<file path="config.mk">
export PLATFORM = sky130hd
export DESIGN_NAME = hsv_to_rgb_converter_unit
export DESIGN_NICKNAME = d
export VERILOG_FILES = /design/src/hdl/hsvrgb_pkg.sv /design/src/hdl/hsv_to_rgb_converter_unit.sv /design/src/hdl/hsvrgb_hue.sv
export SDC_FILE = /design/constraint.sdc
export NUM_CORES = 2
export LEC_CHECK = 0
export ABC_AREA = 1
export BUFFER_PORTS_ARGS = -buffer_cell sky130_fd_sc_hd__buf_4
export CAP_MARGIN = 5
export CORE_AREA = 3 3 359 272
export DETAILED_ROUTE_END_ITERATION = 8
export DIE_AREA = 0 0 362 275
export PLACE_DENSITY = 0.82
export SLEW_MARGIN = 20
export SYNTH_ARGS = -nofsm -noshare
export SYNTH_HDL_FRONTEND = slang
export SYNTH_SLANG_ARGS = --single-unit
</file>
<file path="constraint.sdc">
create_clock -name clk -period 14.7 [get_ports clk]
set_input_delay 0.735 -clock clk [delete_from_list [all_inputs] [get_ports clk]]
set_output_delay 0.735 -clock clk [all_outputs]
set_load 0.05 [all_outputs]
</file>
<file path="src/hdl/hsvrgb_pkg.sv">
`timescale 1ns / 1ps
// types and constants for the hsv to rgb converter
// no dependencies
package hsvrgb_pkg;

	localparam int unsigned FRACTION_BITS_DEF = 15;
	localparam int unsigned QBITS = 15;
	localparam logic [15:0] QONE = 16'd32768;
	localparam logic [15:0] HUE_FULL = 16'd23040;
	localparam int unsigned HUE_SECTOR = 3840;
	// 3840 = 15 << 8
	localparam int unsigned HUE_SECTOR_SHIFT = 8;
	localparam int unsigned HUE_SECTOR_ODD = 15;
	localparam int unsigned SECTOR_W = 3;

	// 60 degree sectors
	localparam logic [SECTOR_W-1:0] SEC_RY = 3'd0;
	localparam logic [SECTOR_W-1:0] SEC_YG = 3'd1;
	localparam logic [SECTOR_W-1:0] SEC_GC = 3'd2;
	localparam logic [SECTOR_W-1:0] SEC_CB = 3'd3;
	localparam logic [SECTOR_W-1:0] SEC_BM = 3'd4;
	localparam logic [SECTOR_W-1:0] SEC_MR = 3'd5;

	typedef struct packed {
		logic [15:0] hue;
		logic [15:0] saturation;
		logic [15:0] brightness;
	} hsv_t;

	typedef struct packed {
		logic [15:0] red;
		logic [15:0] green;
		logic [15:0] blue;
	} rgb_t;

	// side data that travels with the hue fraction
	typedef struct packed {
		logic [SECTOR_W-1:0] sector;
		logic                grey;
		logic [15:0]         sat;
		logic [15:0]         val;
	} lvl_t;

endpackage

</file>
<file path="src/hdl/hsv_to_rgb_converter_unit.sv">
`timescale 1ns / 1ps
// channel | signals                        | moves
// hsv     | hsv_valid, hsv_ready, hsv      | request: hue, saturation, brightness
// rgb     | rgb_valid, rgb_ready, rgb      | result: red, green, blue
//
// seven register stages, one request accepted per clock unless a stall has filled them
// a request taken into stage 1 is registered through stages 2 to 7 before its result is valid
// full rate holds since every stage advances whenever the next is empty or moving on
// reset clears only the stage valid bits, data registers are not reset
// a stall holds each full stage, empty stages in front keep filling
// depends on hsvrgb_pkg and hsvrgb_hue
module hsv_to_rgb_converter_unit #(
	parameter int unsigned FRACTION_BITS = hsvrgb_pkg::FRACTION_BITS_DEF
) (
	input  logic             clk,
	input  logic             arst_n,
	input  logic             hsv_valid,
	output logic             hsv_ready,
	input  hsvrgb_pkg::hsv_t hsv,
	output logic             rgb_valid,
	input  logic             rgb_ready,
	output hsvrgb_pkg::rgb_t rgb
);
	import hsvrgb_pkg::*;

	localparam int unsigned FB = FRACTION_BITS;

	logic              frac_valid;
	lvl_t              lvl;
	logic [FB-1:0]     frac;

	logic vld_s4, vld_s5, vld_s6, vld_s7;
	logic rdy_s4, rdy_s5, rdy_s6, rdy_s7;

	assign rdy_s7 = !vld_s7 || rgb_ready;
	assign rdy_s6 = !vld_s6 || rdy_s7;
	assign rdy_s5 = !vld_s5 || rdy_s6;
	assign rdy_s4 = !vld_s4 || rdy_s5;

	hsvrgb_hue #(
		.FRACTION_BITS(FRACTION_BITS)
	) u_hue (
		.clk       (clk),
		.arst_n    (arst_n),
		.hsv_valid (hsv_valid),
		.hsv_ready (hsv_ready),
		.hsv       (hsv),
		.frac_valid(frac_valid),
		.frac_ready(rdy_s4),
		.lvl       (lvl),
		.frac      (frac)
	);

	always_ff @(posedge clk or negedge arst_n) begin
		if (!arst_n) begin
			vld_s4 <= 1'b0;
			vld_s5 <= 1'b0;
			vld_s6 <= 1'b0;
			vld_s7 <= 1'b0;
		end else begin
			if (rdy_s4) vld_s4 <= frac_valid;
			if (rdy_s5) vld_s5 <= vld_s4;
			if (rdy_s6) vld_s6 <= vld_s5;
			if (rdy_s7) vld_s7 <= vld_s6;
		end
	end

	// stage 4: s*f and s*(1-f)
	lvl_t           lvl_s4;
	logic [FB+15:0] sf_prod_s4;
	logic [FB+16:0] snf_prod_s4;
	logic [FB:0]    nf_w;

	assign nf_w = {1'b1, {FB{1'b0}}} - (FB+1)'(frac);

	always_ff @(posedge clk) begin
		if (rdy_s4 && frac_valid) begin
			lvl_s4 <= lvl;
			sf_prod_s4 <= (FB+16)'(lvl.sat) * (FB+16)'(frac);
			snf_prod_s4 <= (FB+17)'(lvl.sat) * (FB+17)'(nf_w);
		end
	end

	// stage 5: the three multiplier arguments 1-s, 1-sf, 1-s(1-f)
	lvl_t        lvl_s5;
	logic [15:0] pa_s5, qa_s5, ta_s5;

	always_ff @(posedge clk) begin
		if (rdy_s5 && vld_s4) begin
			lvl_s5 <= lvl_s4;
			pa_s5 <= QONE - lvl_s4.sat;
			qa_s5 <= QONE - sf_prod_s4[FB+15:FB];
			ta_s5 <= QONE - snf_prod_s4[FB+15:FB];
		end
	end

	// stage 6: scale by v, all products stay below 2^31
	lvl_t        lvl_s6;
	logic [15:0] p_s6, q_s6, t_s6;
	logic [31:0] pv_w, qv_w, tv_w;

	always_comb begin
		pv_w = 32'(lvl_s5.val) * 32'(pa_s5);
		qv_w = 32'(lvl_s5.val) * 32'(qa_s5);
		tv_w = 32'(lvl_s5.val) * 32'(ta_s5);
	end

	always_ff @(posedge clk) begin
		if (rdy_s6 && vld_s5) begin
			lvl_s6 <= lvl_s5;
			p_s6 <= pv_w[QBITS+15:QBITS];
			q_s6 <= qv_w[QBITS+15:QBITS];
			t_s6 <= tv_w[QBITS+15:QBITS];
		end
	end

	// stage 7: sector routing, grey bypass, output register
	rgb_t rgb_w, rgb_s7;
	logic [15:0] v_w;

	always_comb begin
		v_w = lvl_s6.val;
		unique case (lvl_s6.sector)
			SEC_RY:  rgb_w = '{red: v_w,  green: t_s6, blue: p_s6};
			SEC_YG:  rgb_w = '{red: q_s6, green: v_w,  blue: p_s6};
			SEC_GC:  rgb_w = '{red: p_s6, green: v_w,  blue: t_s6};
			SEC_CB:  rgb_w = '{red: p_s6, green: q_s6, blue: v_w};
			SEC_BM:  rgb_w = '{red: t_s6, green: p_s6, blue: v_w};
			default: rgb_w = '{red: v_w,  green: p_s6, blue: q_s6};
		endcase
		if (lvl_s6.grey) begin
			rgb_w = '{red: v_w, green: v_w, blue: v_w};
		end
	end

	always_ff @(posedge clk) begin
		if (rdy_s7 && vld_s6) begin
			rgb_s7 <= rgb_w;
		end
	end

	assign rgb_valid = vld_s7;
	assign rgb = rgb_s7;

endmodule

</file>
<file path="src/hdl/hsvrgb_hue.sv">
`timescale 1ns / 1ps
// hue front end: clamps, sector split and fraction f = rem * 2^fb / 3840
// three pipeline stages, depends on hsvrgb_pkg
module hsvrgb_hue #(
	parameter int unsigned FRACTION_BITS = hsvrgb_pkg::FRACTION_BITS_DEF
) (
	input  logic                     clk,
	input  logic                     arst_n,
	input  logic                     hsv_valid,
	output logic                     hsv_ready,
	input  hsvrgb_pkg::hsv_t         hsv,
	output logic                     frac_valid,
	input  logic                     frac_ready,
	output hsvrgb_pkg::lvl_t         lvl,
	output logic [FRACTION_BITS-1:0] frac
);
	import hsvrgb_pkg::*;

	localparam int unsigned XW = FRACTION_BITS + 4;
	localparam int unsigned DIV_K = XW;
	localparam int unsigned MW = FRACTION_BITS + 1;
	localparam int unsigned PW = XW + MW;
	localparam logic [MW-1:0] DIV_M = MW'((64'd1 << DIV_K) / HUE_SECTOR_ODD);

	logic vld_s1, vld_s2, vld_s3;
	logic rdy_s1, rdy_s2, rdy_s3;

	lvl_t        lvl_s1, lvl_s2, lvl_s3;
	logic [11:0] rem_s1;
	logic [XW-1:0] x_s2;
	logic [PW-1:0] prod_s2;
	logic [FRACTION_BITS-1:0] frac_s3;

	assign rdy_s3 = !vld_s3 || frac_ready;
	assign rdy_s2 = !vld_s2 || rdy_s3;
	assign rdy_s1 = !vld_s1 || rdy_s2;
	assign hsv_ready = rdy_s1;

	// stage 1: clamps, hue wrap, sector search
	logic [15:0]         h_w, base_w;
	logic [SECTOR_W-1:0] sec_w;
	logic [15:0]         s_w, v_w;

	always_comb begin
		h_w = (hsv.hue >= HUE_FULL) ? 16'd0 : hsv.hue;
		s_w = (hsv.saturation > QONE) ? QONE : hsv.saturation;
		v_w = (hsv.brightness > QONE) ? QONE : hsv.brightness;
		sec_w = SEC_RY;
		base_w = 16'd0;
		for (int k = 1; k < 6; k++) begin
			if (h_w >= 16'(k * HUE_SECTOR)) begin
				sec_w = SECTOR_W'(k);
				base_w = 16'(k * HUE_SECTOR);
			end
		end
	end

	always_ff @(posedge clk or negedge arst_n) begin
		if (!arst_n) begin
			vld_s1 <= 1'b0;
			vld_s2 <= 1'b0;
			vld_s3 <= 1'b0;
		end else begin
			if (rdy_s1) vld_s1 <= hsv_valid;
			if (rdy_s2) vld_s2 <= vld_s1;
			if (rdy_s3) vld_s3 <= vld_s2;
		end
	end

	always_ff @(posedge clk) begin
		if (rdy_s1 && hsv_valid) begin
			lvl_s1.sector <= sec_w;
			lvl_s1.grey <= (s_w == 16'd0);
			lvl_s1.sat <= s_w;
			lvl_s1.val <= v_w;
			rem_s1 <= 12'(h_w - base_w);
		end
	end

	// stage 2: divide by 15 through a reciprocal multiply
	logic [XW-1:0] x_w;
	assign x_w = XW'(rem_s1) << (FRACTION_BITS - HUE_SECTOR_SHIFT);

	always_ff @(posedge clk) begin
		if (rdy_s2 && vld_s1) begin
			lvl_s2 <= lvl_s1;
			x_s2 <= x_w;
			prod_s2 <= PW'(x_w) * PW'(DIV_M);
		end
	end

	// stage 3: estimate is low by at most one, fix it with the remainder
	logic [MW-1:0] q0_w;
	logic [XW:0]   q15_w, r_w;
	logic [MW-1:0] q_w;

	always_comb begin
		q0_w = prod_s2[PW-1:DIV_K];
		q15_w = {q0_w, 4'b0000} - (XW+1)'(q0_w);
		r_w = (XW+1)'(x_s2) - q15_w;
		q_w = (r_w >= (XW+1)'(HUE_SECTOR_ODD)) ? q0_w + MW'(1) : q0_w;
	end

	always_ff @(posedge clk) begin
		if (rdy_s3 && vld_s2) begin
			lvl_s3 <= lvl_s2;
			frac_s3 <= q_w[FRACTION_BITS-1:0];
		end
	end

	assign frac_valid = vld_s3;
	assign lvl = lvl_s3;
	assign frac = frac_s3;

endmodule

</file>
==> results <==
- The flow ran to the end, and the final reports show no timing, DRC or antenna violations.
- The H-tree was split into 2 levels.
- The initial cell density of the core is 64.61%.
- The via count of the first global-routing pass is 48920.
- Data on the critical path is required at its endpoint by 15.09 ns.
- The beginning of the worst hold path is hsv[15].
- Sequential cells were found to cover 20.63% of the synthesized design area.
- In this run the worst hold path is classified as input port to register.
- After technology mapping, the gate count stands at 7233.
- The number of clock buffers added by TritonCTS is 44.
- For this run, the top clock speed supported by timing is 0.1362 GHz.
- In the synthesized netlist the dominant register cell turns out to be sky130_fd_sc_hd__edfxtp_1.
- The number of enable-type register cells in the synthesized netlist is 415.
- In the final routing, the length of wire on met1 measures 63.86 mm.
- The global placer's final weighted congestion is 0.9682.
- The end of the worst register-to-register path is snf_prod_s4[29]$_DFFE_PP_.
- Pin placement for this block handled 102 I/O pins.
- The width of the chip is 362 um.
- In this run, the number of DRC markers left after iteration 0 of detailed routing was 4895.
- Measured against its own limit, the worst slew margin works out to 28.29%.
- At the pin with the least slew margin, the transition time is 1.068 ns.
- Clock-pin slew was measured on the worst setup and hold paths at 0.09 ns.
- The deepest clock path buffer count is 3.
- The clock sink count is 422.
- The worst setup path is launched from a register.
- The critical path launch point is u_hue.frac[2]$_DFFE_PP_.
- The final total negative setup slack is 0 ns.
- The total iterations of the first detailed-routing run is 7.
- In this run the clock root is driven by a sky130_fd_sc_hd__clkbuf_16.
- Yosys printed 0 warnings.
- The global-route wire length before repair is 255.6 mm.
- In the finished design, the share of the clock period the worst path needs comes to 49.95%.
- The share of post-route cells with drive strength above 1 is 4.090%.
- In this run the top signal layer used is met4.
- The number of different library cells in the post-synthesis netlist is 62.
- Between clock sinks in the finished design, the worst skew comes to 0.06160 ns.
- The worst register-to-register path has a depth of 27.
- The met2 wirelength from detailed routing is 70.94 mm.
- Summed over all instances, the cell type with the most area after synthesis is sky130_fd_sc_hd__fa_1.
- The cell with the most instances after synthesis is sky130_fd_sc_hd__inv_1.
- The final number of max-transition violations is 0.
- The count of endpoints failing hold in the final timing report came to 0.
- The endpoint type of the worst setup path is a register.
- Detailed routing placed a total of 16.45 mm of wire on met3.
- Data on the critical path arrives at its endpoint at 7.73 ns.
- Along the worst path, the maximum fanout reaches 19.
- In the post-synthesis netlist, the biggest area contributors are sky130_fd_sc_hd__fa_1 (32%), sky130_fd_sc_hd__edfxtp_1 (20%), sky130_fd_sc_hd__inv_1 (11%).
- The CTS tree is done.
- The smallest clock period supported by the final layout is computed as 7.342 ns.
- The detailed placer's ending HPWL is 120.4 mm.
- The critical register-to-register path startpoint is u_hue.frac[2]$_DFFE_PP_.
- The worst setup path category is register to register.
- The initial antenna violation count is 3.
- The total overflow left after global routing is 0.
- The floorplan step set the die height to 275 um.
- Counting every net in the synthesized netlist gives 8802.
- Global routing used 32.52% of the available tracks.
- The area fraction of the dominant cell type after synthesis is 31.51%.
- Summed over all layers, the routed wires come to 157.7 mm.
- The initialized floorplan defines 98 standard-cell rows.
- The number of maximum-capacitance constraint violations is 0.
- The clock network latency to the later pin of the worst-skew pair is 0.64 ns.
- The commonest cells after synthesis are sky130_fd_sc_hd__inv_1 (1865), sky130_fd_sc_hd__nand2_1 (1815), sky130_fd_sc_hd__fa_1 (964), sky130_fd_sc_hd__ha_1 (553), sky130_fd_sc_hd__edfxtp_1 (415).
- For this run, asynchronously set or reset flops after synthesis account for 1.659%.
- Synthesis inferred 422 register bits.
- The synthesis-to-finish area growth is 5.203%.
- Using the TritonRoute via totals, the vias-per-cell ratio works out to 5.610.
- Summing every instance area after synthesis gives 61240 um^2.
- The remaining antenna violation count is 0.
- After detailed routing, the number of remaining DRC violations is 0.
- The count of cells along the worst hold path is 1.
- Setup repair after global routing left no endpoint under its margin.
- The die area is 99550 um^2.
- The final layout contains 8722 nets.
- The detailed-route wire length per cell is 18.68 um.
- The number of vias after detailed routing is 47370.
- The destination of the worst hold path is u_hue.lvl_s1[15]$_SDFFCE_PN1P_.
- The number of port buffers is 101.
- Setup violations remaining at the end of the flow were counted as 0.
- Dividing the synthesized area by the synthesized cell count gives 8.467 um^2.
- The pin count of the biggest net entering global routing is 69.
- The worst reg-to-reg setup slack is 7.36 ns.
- After floorplanning, the core was sized to cover 94780 um^2.
## routing by layer
metal | vias up | GRT usage [%]
li1 | 21440 | -
met1 | 23030 | 44.96
met2 | 2483 | 51.42
met3 | 413 | 6.654
met4 | 0 | 11.79
met5 | - | 0
## stage by stage
stage	area, um^2	hold slack [ns]	util [%]	cells	setup WS (ns)
3_3_place_gp	62890	0.4011	66.35	8356	7.488
3_5_place_dp	62890	0.4045	66.35	8356	7.355
2_1_floorplan	61240	0.4003	-	7233	8.121
6_report	64430	0.3117	67.98	8444	7.358
4_1_cts	64410	0.2825	67.96	8439	7.364
5_1_grt	64420	0.2961	67.96	8439	6.937
## layout make-up
| class | instances | area (um^2) |
|---|---|---|
| multi-input cells | 4652 | 40480 |
| fillers | 7387 | 30350 |
| flip-flops and latches | 422 | 12640 |
| inverters | 1878 | 7056 |
| well taps | 1250 | 1564 |
| repair buffers | 155 | 1166 |
| clock buffers | 50 | 1155 |
| clock inverters | 32 | 356.6 |
| diodes | 5 | 12.51 |
## cells in the final DEF, fill, tap and decap left out, drive strengths merged, types with 5 or more instances in the layout
cell type | Yosys | routed
nand3b | 7 | 7
nor3 | 66 | 66
xor2 | 119 | 119
nand2 | 1825 | 1825
a21o | 12 | 12
bufinv | 0 | 5
a31oi | 21 | 21
o21ai | 183 | 183
nor2 | 369 | 369
xnor2 | 50 | 50
dfrtp | 7 | 7
a221oi | 6 | 6
buf | 45 | 154
edfxtp | 415 | 415
nor4 | 23 | 23
diode | 0 | 5
inv | 1872 | 1878
o2111ai | 10 | 10
o21a | 8 | 8
fa | 964 | 964
a22oi | 17 | 17
o21bai | 7 | 7
nand3 | 102 | 102
ha | 553 | 553
nand4 | 45 | 45
o22ai | 9 | 9
or2 | 7 | 7
clkinv | 6 | 23
clkbuf | 236 | 50
a21oi | 220 | 220
o211ai | 10 | 10
## sequential cells by signal, summed over array words and instances, names as in the netlist, 4 cells and up
name,cells
q_s6,16
u_hue.frac,15
u_hue.x_s2,12
lvl_s6,4
u_hue.lvl,36
u_hue.lvl_s1,36
p_s6,16
t_s6,16
ta_s5,16
lvl_s4,36
rgb,48
qa_s5,16
v_w,16
u_hue.rem_s1,12
u_hue.prod_s2,16
snf_prod_s4,16
pa_s5,16
u_hue.lvl_s2,36
sf_prod_s4,16
lvl_s5,20
## critical path: stages, from the launching register on
cell and delay, ns:
sky130_fd_sc_hd__edfxtp_1 0.71, sky130_fd_sc_hd__nor3_4 0.30, sky130_fd_sc_hd__nand2_2 0.10, sky130_fd_sc_hd__nor2_4 0.11, sky130_fd_sc_hd__nand2_4 0.08, sky130_fd_sc_hd__nor2_8 0.17
sky130_fd_sc_hd__xor2_2 0.61, sky130_fd_sc_hd__nand2_1 0.17, sky130_fd_sc_hd__fa_1 0.57, sky130_fd_sc_hd__inv_1 0.05, sky130_fd_sc_hd__fa_1 0.50, sky130_fd_sc_hd__inv_1 0.05
sky130_fd_sc_hd__fa_1 0.54, sky130_fd_sc_hd__inv_1 0.05, sky130_fd_sc_hd__fa_1 0.40, sky130_fd_sc_hd__fa_1 0.52, sky130_fd_sc_hd__inv_1 0.05, sky130_fd_sc_hd__fa_1 0.47
sky130_fd_sc_hd__inv_1 0.04, sky130_fd_sc_hd__ha_1 0.34, sky130_fd_sc_hd__nand2_1 0.10, sky130_fd_sc_hd__nor2_1 0.17, sky130_fd_sc_hd__inv_1 0.09, sky130_fd_sc_hd__nor3_1 0.20
sky130_fd_sc_hd__nand2_1 0.08, sky130_fd_sc_hd__o211ai_1 0.33, sky130_fd_sc_hd__a21oi_1 0.14, sky130_fd_sc_hd__xor2_1 0.16
## kinds of logic after synthesis
group / count (synthesis) / share of synthesized area, %
fa+ha+maj: 1517 / 42.81
flops: 422 / 20.63
buf+inv: 2159 / 13.31
compound gates: 518 / 4.719
simple gates: 2448 / 16.09
xor+xnor: 169 / 2.429
## how the worst max path moves through the flow
stage | to | slack [ns] | cells after the start
2_1_floorplan | snf_prod_s4[29]$_DFFE_PP_ | 8.12 | 29
3_3_place_gp | snf_prod_s4[29]$_DFFE_PP_ | 7.49 | 25
3_5_place_dp | snf_prod_s4[29]$_DFFE_PP_ | 7.35 | 27
4_1_cts | snf_prod_s4[29]$_DFFE_PP_ | 7.36 | 27
5_1_grt | snf_prod_s4[25]$_DFFE_PP_ | 6.94 | 27
6_report | snf_prod_s4[29]$_DFFE_PP_ | 7.36 | 27
## what timing repair did
item | 4_1_cts | 5_1_grt
gates resized for setup | 0 | 0
buffers inserted | 0 | 0
hold buffers | 1 | 0
endpoints found under the hold margin | 7 | 0
Power is left out: the tool's default activity adds up to more than one toggle a clock period on the data nets, which glitch-free logic cannot reach.
